<file path="src/rtl/glr_pkg.sv">
package glr_pkg;
	localparam int MaxDimDefault = 2048;
	localparam int FracBits = 16;
	localparam int StatusW = 3;

	localparam logic [StatusW-1:0] ST_ACCEPTED = 3'd0;
	localparam logic [StatusW-1:0] ST_OUT_OF_BOUNDS = 3'd1;
	localparam logic [StatusW-1:0] ST_ZERO_LENGTH = 3'd2;
	localparam logic [StatusW-1:0] ST_PIXEL = 3'd3;
	localparam logic [StatusW-1:0] ST_IDLE = 3'd4;

	localparam logic REG_WIDTH = 1'b0;
	localparam logic REG_HEIGHT = 1'b1;

	localparam logic ACT_START = 1'b0;
	localparam logic ACT_ADVANCE = 1'b1;

	// Request to the shared divide / square root unit.
	typedef struct packed {
		logic go;
		logic sqrt_mode;
		logic [23:0] num;
		logic [11:0] den;
	} glr_ar_req_t;

	typedef struct packed {
		logic done;
		logic [23:0] quo;
	} glr_ar_rsp_t;
endpackage

</file>
<file path="src/rtl/glr_arith.sv">
// Shared bit-serial unit: unsigned restoring division or integer square root,
// one result bit per cycle.
module glr_arith (
	input logic clk,
	input logic arst_n,
	input glr_pkg::glr_ar_req_t req,
	output glr_pkg::glr_ar_rsp_t rsp
);
	import glr_pkg::*;

	logic busy_q;
	logic mode_q;
	logic [4:0] cnt_q;
	logic [23:0] num_q;
	logic [11:0] den_q;
	logic [25:0] rem_q;
	logic [23:0] res_q;
	logic done_q;

	logic [25:0] rem_sh;
	logic [25:0] trial;
	logic ok;

	always_comb begin
		if (mode_q) begin
			// Two radicand bits per step; trial is 4*res+1.
			rem_sh = {rem_q[23:0], num_q[23:22]};
			trial = {res_q[23:0], 2'b01};
		end else begin
			rem_sh = {rem_q[24:0], num_q[23]};
			trial = {14'd0, den_q};
		end
		ok = rem_sh >= trial;
	end

	always_ff @(posedge clk or negedge arst_n) begin
		if (!arst_n) begin
			busy_q <= 1'b0;
			done_q <= 1'b0;
			cnt_q <= '0;
		end else begin
			done_q <= 1'b0;
			if (req.go) begin
				busy_q <= 1'b1;
				cnt_q <= req.sqrt_mode ? 5'd12 : 5'd24;
			end else if (busy_q) begin
				cnt_q <= cnt_q - 5'd1;
				if (cnt_q == 5'd1) begin
					busy_q <= 1'b0;
					done_q <= 1'b1;
				end
			end
		end
	end

	always_ff @(posedge clk) begin
		if (req.go) begin
			mode_q <= req.sqrt_mode;
			num_q <= req.num;
			den_q <= req.den;
			rem_q <= '0;
			res_q <= '0;
		end else if (busy_q) begin
			num_q <= mode_q ? {num_q[21:0], 2'b00} : {num_q[22:0], 1'b0};
			rem_q <= ok ? rem_sh - trial : rem_sh;
			res_q <= {res_q[22:0], ok};
		end
	end

	assign rsp.done = done_q;
	assign rsp.quo = res_q;
endmodule

</file>
<file path="src/rtl/gradient_line_rasterizer.sv">
// Channel    Signals                                  Direction
// cmd        start, busy, action, start_*, end_*      in (busy out)
// result     strobe, status, pixel_*, last            out
// config     cfg_valid, cfg_ready, cfg_index, cfg_data in (ready out)
// An advance, or an out-of-bounds start, strobes its result in the cycle after start.
// An accepted line start holds busy through a 12-step square root, then three 24-step
// divisions, all in the single shared bit-serial unit, and strobes its result as busy falls.
// A zero-length start strobes its result after the square root alone.
// Reset is asynchronous and active low; it restores the 640 by 480 canvas.
// Results cannot be stalled; busy is high while a start is being worked on.
module gradient_line_rasterizer #(
	parameter int MAX_DIM = glr_pkg::MaxDimDefault
) (
	input logic clk,
	input logic arst_n,
	input logic start,
	output logic busy,
	input logic action,
	input logic signed [11:0] start_x,
	input logic signed [11:0] start_y,
	input logic [31:0] start_color,
	input logic signed [11:0] end_x,
	input logic signed [11:0] end_y,
	input logic [31:0] end_color,
	output logic strobe,
	output logic [2:0] status,
	output logic [10:0] pixel_x,
	output logic [10:0] pixel_y,
	output logic [21:0] pixel_address,
	output logic [31:0] pixel_color,
	output logic last,
	input logic cfg_valid,
	output logic cfg_ready,
	input logic cfg_index,
	input logic [11:0] cfg_data
);
	import glr_pkg::*;

	localparam int AccW = FracBits + 10;
	localparam logic [2:0] S_IDLE = 3'd0;
	localparam logic [2:0] S_SQRT = 3'd1;
	localparam logic [2:0] S_DIV = 3'd2;

	logic [2:0] state_q;
	logic [11:0] width_q, height_q;
	logic active_q;
	logic [10:0] cur_x_q, cur_y_q, tgt_x_q, tgt_y_q, dx_q, dy_q;
	logic [1:0] dir_q;
	logic signed [12:0] err_q;
	logic [31:0] base_q, color_q, end_col_q;
	logic signed [AccW-1:0] step_q [3];
	logic signed [AccW-1:0] acc_q [3];
	logic [11:0] dist_q;
	logic [1:0] ch_q;

	glr_ar_req_t req;
	glr_ar_rsp_t rsp;

	glr_arith u_arith (.clk(clk), .arst_n(arst_n), .req(req), .rsp(rsp));

	function automatic logic inb(input logic signed [11:0] c, input logic [11:0] lim);
		logic [12:0] l;
		begin
			l = (lim < 12'(MAX_DIM > 4095 ? 4095 : MAX_DIM)) ? {1'b0, lim}
				: 13'(MAX_DIM);
			inb = !c[11] && ({1'b0, c} < l);
		end
	endfunction

	logic signed [12:0] ddx, ddy;
	logic [11:0] adx, ady;
	logic in_ok;
	logic [23:0] sumsq;
	logic [7:0] ch_a, ch_b;
	logic neg_diff;

	always_comb begin
		ddx = 13'(end_x) - 13'(start_x);
		ddy = 13'(end_y) - 13'(start_y);
		adx = ddx[12] ? 12'(-ddx) : 12'(ddx);
		ady = ddy[12] ? 12'(-ddy) : 12'(ddy);
		in_ok = inb(start_x, width_q) && inb(end_x, width_q)
			&& inb(start_y, height_q) && inb(end_y, height_q);
		sumsq = 24'(adx * adx) + 24'(ady * ady);
		unique case (ch_q)
			2'd0: begin ch_a = base_q[31:24]; ch_b = end_col_q[31:24]; end
			2'd1: begin ch_a = base_q[23:16]; ch_b = end_col_q[23:16]; end
			default: begin ch_a = base_q[15:8]; ch_b = end_col_q[15:8]; end
		endcase
		neg_diff = ch_a < ch_b;
	end

	logic fire;
	assign fire = start && !busy;

	always_comb begin
		req = '0;
		if (fire && action == ACT_START && in_ok) begin
			req.go = 1'b1;
			req.sqrt_mode = 1'b1;
			req.num = sumsq;
		end else if (rsp.done && (state_q == S_SQRT || (state_q == S_DIV && ch_q != 2'd2))) begin
			req.go = (state_q == S_SQRT) ? (rsp.quo[11:0] != 12'd0) : 1'b1;
			req.sqrt_mode = 1'b0;
			req.den = (state_q == S_SQRT) ? rsp.quo[11:0] : dist_q;
			req.num = 24'(state_q == S_SQRT ? {1'b0, base_q[31:24] < end_col_q[31:24]
				? end_col_q[31:24] - base_q[31:24] : base_q[31:24] - end_col_q[31:24]}
				: 9'd0) << FracBits;
			if (state_q == S_DIV) begin
				unique case (ch_q)
					2'd0: req.num = 24'({1'b0, base_q[23:16] < end_col_q[23:16]
						? end_col_q[23:16] - base_q[23:16]
						: base_q[23:16] - end_col_q[23:16]}) << FracBits;
					default: req.num = 24'({1'b0, base_q[15:8] < end_col_q[15:8]
						? end_col_q[15:8] - base_q[15:8]
						: base_q[15:8] - end_col_q[15:8]}) << FracBits;
				endcase
			end
		end
	end

	// Next-pixel stepping.
	logic signed [13:0] e2;
	logic step_x, step_y, fin;
	logic [31:0] next_col;
	logic signed [AccW-1:0] acc_n [3];
	logic signed [AccW-1:0] tr [3];
	logic [31:0] cstep [3];
	always_comb begin
		e2 = {err_q, 1'b0};
		step_x = e2 > -$signed({3'd0, dy_q});
		step_y = e2 < $signed({3'd0, dx_q});
		fin = cur_x_q == tgt_x_q && cur_y_q == tgt_y_q;
		next_col = base_q;
		for (int k = 0; k < 3; k++) begin
			acc_n[k] = acc_q[k] - step_q[k];
			tr[k] = acc_n[k][AccW-1] ? -((-acc_n[k]) >>> FracBits) : acc_n[k] >>> FracBits;
			cstep[k] = 32'(tr[k]) << (24 - 8 * k);
			next_col = next_col + cstep[k];
		end
	end

	logic [23:0] addr_full;
	assign addr_full = 24'(cur_y_q * width_q) + 24'(cur_x_q);

	always_ff @(posedge clk or negedge arst_n) begin
		if (!arst_n) begin
			state_q <= S_IDLE;
			width_q <= 12'd640;
			height_q <= 12'd480;
			active_q <= 1'b0;
			strobe <= 1'b0;
			status <= '0;
			pixel_x <= '0;
			pixel_y <= '0;
			pixel_address <= '0;
			pixel_color <= '0;
			last <= 1'b0;
			ch_q <= '0;
		end else begin
			strobe <= 1'b0;
			if (cfg_valid && cfg_ready) begin
				if (cfg_index == REG_WIDTH) width_q <= cfg_data;
				else height_q <= cfg_data;
			end
			unique case (state_q)
				S_IDLE: begin
					if (fire && action == ACT_START) begin
						active_q <= 1'b0;
						if (!in_ok) begin
							strobe <= 1'b1;
							status <= ST_OUT_OF_BOUNDS;
							{pixel_x, pixel_y, pixel_address, pixel_color, last} <= '0;
						end else begin
							state_q <= S_SQRT;
						end
					end else if (fire) begin
						strobe <= 1'b1;
						if (!active_q) begin
							status <= ST_IDLE;
							{pixel_x, pixel_y, pixel_address, pixel_color, last} <= '0;
						end else begin
							status <= ST_PIXEL;
							pixel_x <= cur_x_q;
							pixel_y <= cur_y_q;
							pixel_address <= addr_full[21:0];
							pixel_color <= color_q;
							last <= fin;
							if (fin) active_q <= 1'b0;
						end
					end
				end
				S_SQRT: begin
					if (rsp.done) begin
						ch_q <= '0;
						if (rsp.quo[11:0] == 12'd0) begin
							state_q <= S_IDLE;
							strobe <= 1'b1;
							status <= ST_ZERO_LENGTH;
							{pixel_x, pixel_y, pixel_address, pixel_color, last} <= '0;
						end else begin
							state_q <= S_DIV;
						end
					end
				end
				S_DIV: begin
					if (rsp.done) begin
						ch_q <= ch_q + 2'd1;
						if (ch_q == 2'd2) begin
							state_q <= S_IDLE;
							active_q <= 1'b1;
							strobe <= 1'b1;
							status <= ST_ACCEPTED;
							{pixel_x, pixel_y, pixel_address, pixel_color, last} <= '0;
						end
					end
				end
				default: state_q <= S_IDLE;
			endcase
		end
	end

	always_ff @(posedge clk) begin
		if (fire && action == ACT_START && state_q == S_IDLE) begin
			cur_x_q <= start_x[10:0];
			cur_y_q <= start_y[10:0];
			tgt_x_q <= end_x[10:0];
			tgt_y_q <= end_y[10:0];
			dx_q <= adx[10:0];
			dy_q <= ady[10:0];
			dir_q <= {ddy > 0, ddx > 0};
			err_q <= $signed({1'b0, adx}) - $signed({1'b0, ady});
			base_q <= start_color;
			color_q <= start_color;
			end_col_q <= end_color;
		end else if (state_q == S_SQRT && rsp.done) begin
			dist_q <= rsp.quo[11:0];
		end else if (state_q == S_DIV && rsp.done) begin
			step_q[ch_q] <= neg_diff ? -$signed(AccW'(rsp.quo)) : $signed(AccW'(rsp.quo));
			acc_q[ch_q] <= '0;
		end else if (fire && action == ACT_ADVANCE && active_q && !fin) begin
			for (int k = 0; k < 3; k++) acc_q[k] <= acc_n[k];
			color_q <= next_col;
			if (step_x) begin
				err_q <= (step_y ? err_q + $signed({2'd0, dx_q}) : err_q) - $signed({2'd0, dy_q});
				cur_x_q <= dir_q[0] ? cur_x_q + 11'd1 : cur_x_q - 11'd1;
			end else if (step_y) begin
				err_q <= err_q + $signed({2'd0, dx_q});
			end
			if (step_y) cur_y_q <= dir_q[1] ? cur_y_q + 11'd1 : cur_y_q - 11'd1;
		end
	end

	assign busy = state_q != S_IDLE;
	assign cfg_ready = !busy;
endmodule

</file>
<file path="config.mk">
export PLATFORM = sky130hd
export DESIGN_NAME = gradient_line_rasterizer
export DESIGN_NICKNAME = d
export VERILOG_FILES = /design/src/rtl/glr_pkg.sv /design/src/rtl/glr_arith.sv /design/src/rtl/gradient_line_rasterizer.sv
export SDC_FILE = /design/constraint.sdc
export NUM_CORES = 2
export LEC_CHECK = 0
export ABC_AREA = 1
export BUFFER_PORTS_ARGS = -buffer_cell sky130_fd_sc_hd__clkbuf_2
export CORE_ASPECT_RATIO = 2
export CORE_MARGIN = 4
export CORE_UTILIZATION = 30
export DETAILED_ROUTE_END_ITERATION = 16
export GPL_ROUTABILITY_DRIVEN = 0
export GPL_TIMING_DRIVEN = 0
export PLACE_DENSITY = 0.45
export REMOVE_ABC_BUFFERS = 1
export SKIP_LAST_GASP = 1
export SYNTH_ARGS = -nofsm -noshare
export SYNTH_HDL_FRONTEND = slang
export SYNTH_SLANG_ARGS = --single-unit
</file>
<file path="constraint.sdc">
create_clock -name clk -period 8.3 [get_ports clk]
set_input_delay 2.075 -clock clk [delete_from_list [all_inputs] [get_ports clk]]
set_output_delay 2.075 -clock clk [all_outputs]
set_load 0.1 [all_outputs]
</file>
==> impl_metrics.tcl <==
set metrics [dict create \
    drt_wl_total_um 197000 \
    die_h_um 598 \
    drc 0 \
    fillers 18000 \
    synth_top_family_by_area "adder cells" \
    syn2layout_area_growth_pct 19.0 \
    yosysMostFrequentCell "nand2_1" \
    startpoint "start_y[2]" \
    insertion_delay_ns 0.69 \
    synth_top_area_cell "edfxtp_1" \
    ctsHtreeMaxLevel 2 \
    die_w_um 303 \
    cp_slowest_cell "fa_2" \
    cts_made_buffers 59 \
    fin_nets 7945 \
    tightest_slew_ns 1.36 \
    r2r-start "step_q[1][0]$_DFFE_PP_" \
    synth-compound-area-share_pct 10.6 \
    coreArea_um2 173000 \
    cp.required_ns 8.71 \
    worst-path-max-fanout 5 \
    setup-violations-final 17 \
    first_iter_violations 2094 \
    period_needed_ns 10.11 \
    holdPathStages 1 \
    clock_path_buffers 3 \
    violations "negative setup slack" \
    drive_above_1_share_pct 15.0 \
    clock_skew_ns 0.0284 \
    async_flop_share_pct 21.7 \
    die-area_um2 181000 \
    yosysWarnings 0 \
    grt_pass1_vias 48300 \
    cts_num_sinks 540 \
    cpMostUsedCell "inv_2" \
    wl_per_cell_um 21.2 \
    ys_top_cells_by_area "edfxtp_1, fa_1, ha_1" \
    slew_headroom_pct 8.16 \
    ant_nets 0 \
    ys_top_cells_by_count "nand2_1, inv_1, ha_1" \
    end_kind "flip-flop" \
    cp-start-kind "input pin" \
    synthXorXnorAreaFrac_pct 3.46 \
    first_pass_iters 7 \
    rsz0062_at_grt "yes" \
    hold_viol 0 \
    port_buffers 204 \
    cts-root-buf "clkbuf_16" \
    synth_edf_count 374 \
    synthFlopType "edfxtp_1" \
    synth_cell_types 71 \
    reg2reg_setup_slack_ns 0.44 \
    report.final.slew_viol_count 0 \
    cts_tree "yes" \
    synth.area.mux_share_pct 0.0191 \
    synthCells 6628 \
    vias_per_cell 4.86 \
    synth-seq-area-share_pct 29.0 \
    row_count 216 \
    grt_max_degree 66 \
    cp-endpoint "u_arith.num_q[23]$_DFFE_PP_" \
    fin_crit_sh_pct 122 \
    antenna_found_initial 3 \
    syn_avg_cell_area_um2 7.89 \
    ys_ff_latch 540 \
    clock.fmax_mhz 98.9 \
    cts.reportedPaths.clkPinSlew_ns 0.07 \
    slowest_delay_ns 0.58 \
    initial_core_util_pct 30.2 \
    overflow 0 \
    arrival_ns 10.53 \
    pin_count 213 \
    critPathKind "input pin to flip-flop" \
    vias 45200 \
    synthAdderAreaFrac_pct 25.3 \
    status "finished, violations left" \
    grt_pass1_wl_um 290000 \
    detailed_place_hpwl_um 160000 \
    post-route-util_pct 35.9 \
    reg2reg_depth 35 \
    hold_path.class "flip-flop to flip-flop" \
    netlist_area_um2 52300 \
    hold_buffers 0 \
    rr_endpoint "color_q[31]$_DFFE_PP_" \
    cap_violations 0 \
    track_usage_pct 21.5 \
    yosys.area_share.simple_pct 21.2 \
    yosys.area.top_type_share_pct 21.5 \
    setup_slack_ns -1.81 \
]
[worst min path at each step]
stage / endpoint / slack [ns] / from
floorplan: dist_q[1]$_DFFE_PP_ / 0.43 / u_arith.res_q[1]$_SDFFE_PN0P_
global placement: pixel_color[12]$_DFFE_PN0P_ / 0.45 / color_q[12]$_DFFE_PP_
detailed placement: pixel_color[9]$_DFFE_PN0P_ / 0.45 / color_q[9]$_DFFE_PP_
CTS: pixel_color[9]$_DFFE_PN0P_ / 0.46 / color_q[9]$_DFFE_PP_
global route: dist_q[9]$_DFFE_PP_ / 0.48 / u_arith.res_q[9]$_SDFFE_PN0P_
finish: pixel_color[0]$_DFFE_PN0P_ / 0.46 / color_q[0]$_DFFE_PP_
[per-stage QoR]
stage          setup TNS (ns)  setup WS, ns  hold WS, ns  cell area, um2  std cells
2_1_floorplan        -2896.41         -8.38        0.431           51700       6490
3_5_place_dp          -130.93         -5.17        0.448           56400       9016
5_1_grt                -25.25         -2.13        0.477           62200       9302
3_3_place_gp                -        -36.16        0.445           55600       8983
4_1_cts                -17.86         -1.81        0.462           61000       9242
6_report               -20.24         -1.81        0.462           62200       9303
[state kept, by name, summed over array words and instances (netlist names), 12 cells and up]
signal / flops
err_q: 13
u_arith.res_q: 24
width_q: 12
u_arith.num_q: 24
color_q: 32
u_arith.den_q: 12
pixel_address: 22
base_q: 32
step_q: 78
acc_q: 78
dist_q: 12
height_q: 12
end_col_q: 24
pixel_color: 32
u_arith.rem_q: 25
[cell type report]
class,instances,area (um2),share of cell area (%)
timing repair inverter,2,16.3,0.0261
tap,2289,2860,4.60
clock inverter,31,297,0.476
timing repair buffer,409,3390,5.44
clock buffer,80,1690,2.71
antenna,2,5.00,0.00804
multi-input combinational,4639,33800,54.3
inverter,1311,5020,8.07
sequential,540,15100,24.3
[placed cells by master, fill, tap and decap left out, types with 26 or more instances in the layout]
cell | synthesis | final
clkbuf_2 | 0 | 191
fa_2 | 0 | 31
nor3_1 | 48 | 41
xnor2_1 | 76 | 70
nand2_1 | 1564 | 1517
o22ai_1 | 52 | 52
fa_1 | 340 | 309
o21ai_0 | 314 | 285
buf_4 | 0 | 121
dfrtp_1 | 111 | 111
nor2_4 | 13 | 50
nand2_2 | 44 | 63
nand3_1 | 242 | 233
nand4_1 | 99 | 99
a21oi_1 | 334 | 304
xor2_1 | 127 | 105
buf_6 | 1 | 48
ha_1 | 513 | 479
nand2_4 | 2 | 26
nor2_1 | 503 | 454
buf_12 | 0 | 26
nor2_2 | 27 | 39
ha_4 | 0 | 30
inv_2 | 54 | 103
clkbuf_16 | 0 | 63
a22o_1 | 48 | 48
dfxtp_1 | 49 | 49
edfxtp_1 | 374 | 374
inv_1 | 1244 | 1175
or2_2 | 30 | 29
[timing repair]
action                                  4_1_cts  5_1_grt
gates cloned                                  2        1
setup buffers                               113       59
hold endpoints to repair                      0        0
endpoints found under the setup margin       72       46
gates resized for setup                     395      184
pin swaps                                   138      144
[kinds of logic (layout without fill, tap and decap cells)]
family,after synthesis,after routing
adder cells (fa/ha/maj),853,853
buffers and inverters,1449,1833
XOR/XNOR,205,205
multiplexers,1,1
AND/OR/NAND/NOR,2628,2628
other,0,2
AO/OA/AOI/OAI,952,952
flip-flops,540,540
[critical path, delay by kind of cell]
family | cells | cell delay (ns)
fa+ha+maj | 9 | 4.01
buf+inv | 11 | 0.92
compound gates | 9 | 1.57
xor+xnor | 2 | 0.34
simple gates | 12 | 1.57
[layer usage]
metal  share of wire (%)  vias to the layer above  GRT usage (%)
met3                 2.7                      490           1.78
met2                  56                      948           43.9
li1                    -                    22000              -
met5              0.0030                        -              0
met4                 9.2                        2           15.8
met1                  32                    21800           19.1
Power is not shown: default switching activity piles up to over one toggle a cycle in this logic, so the estimate is an artifact.
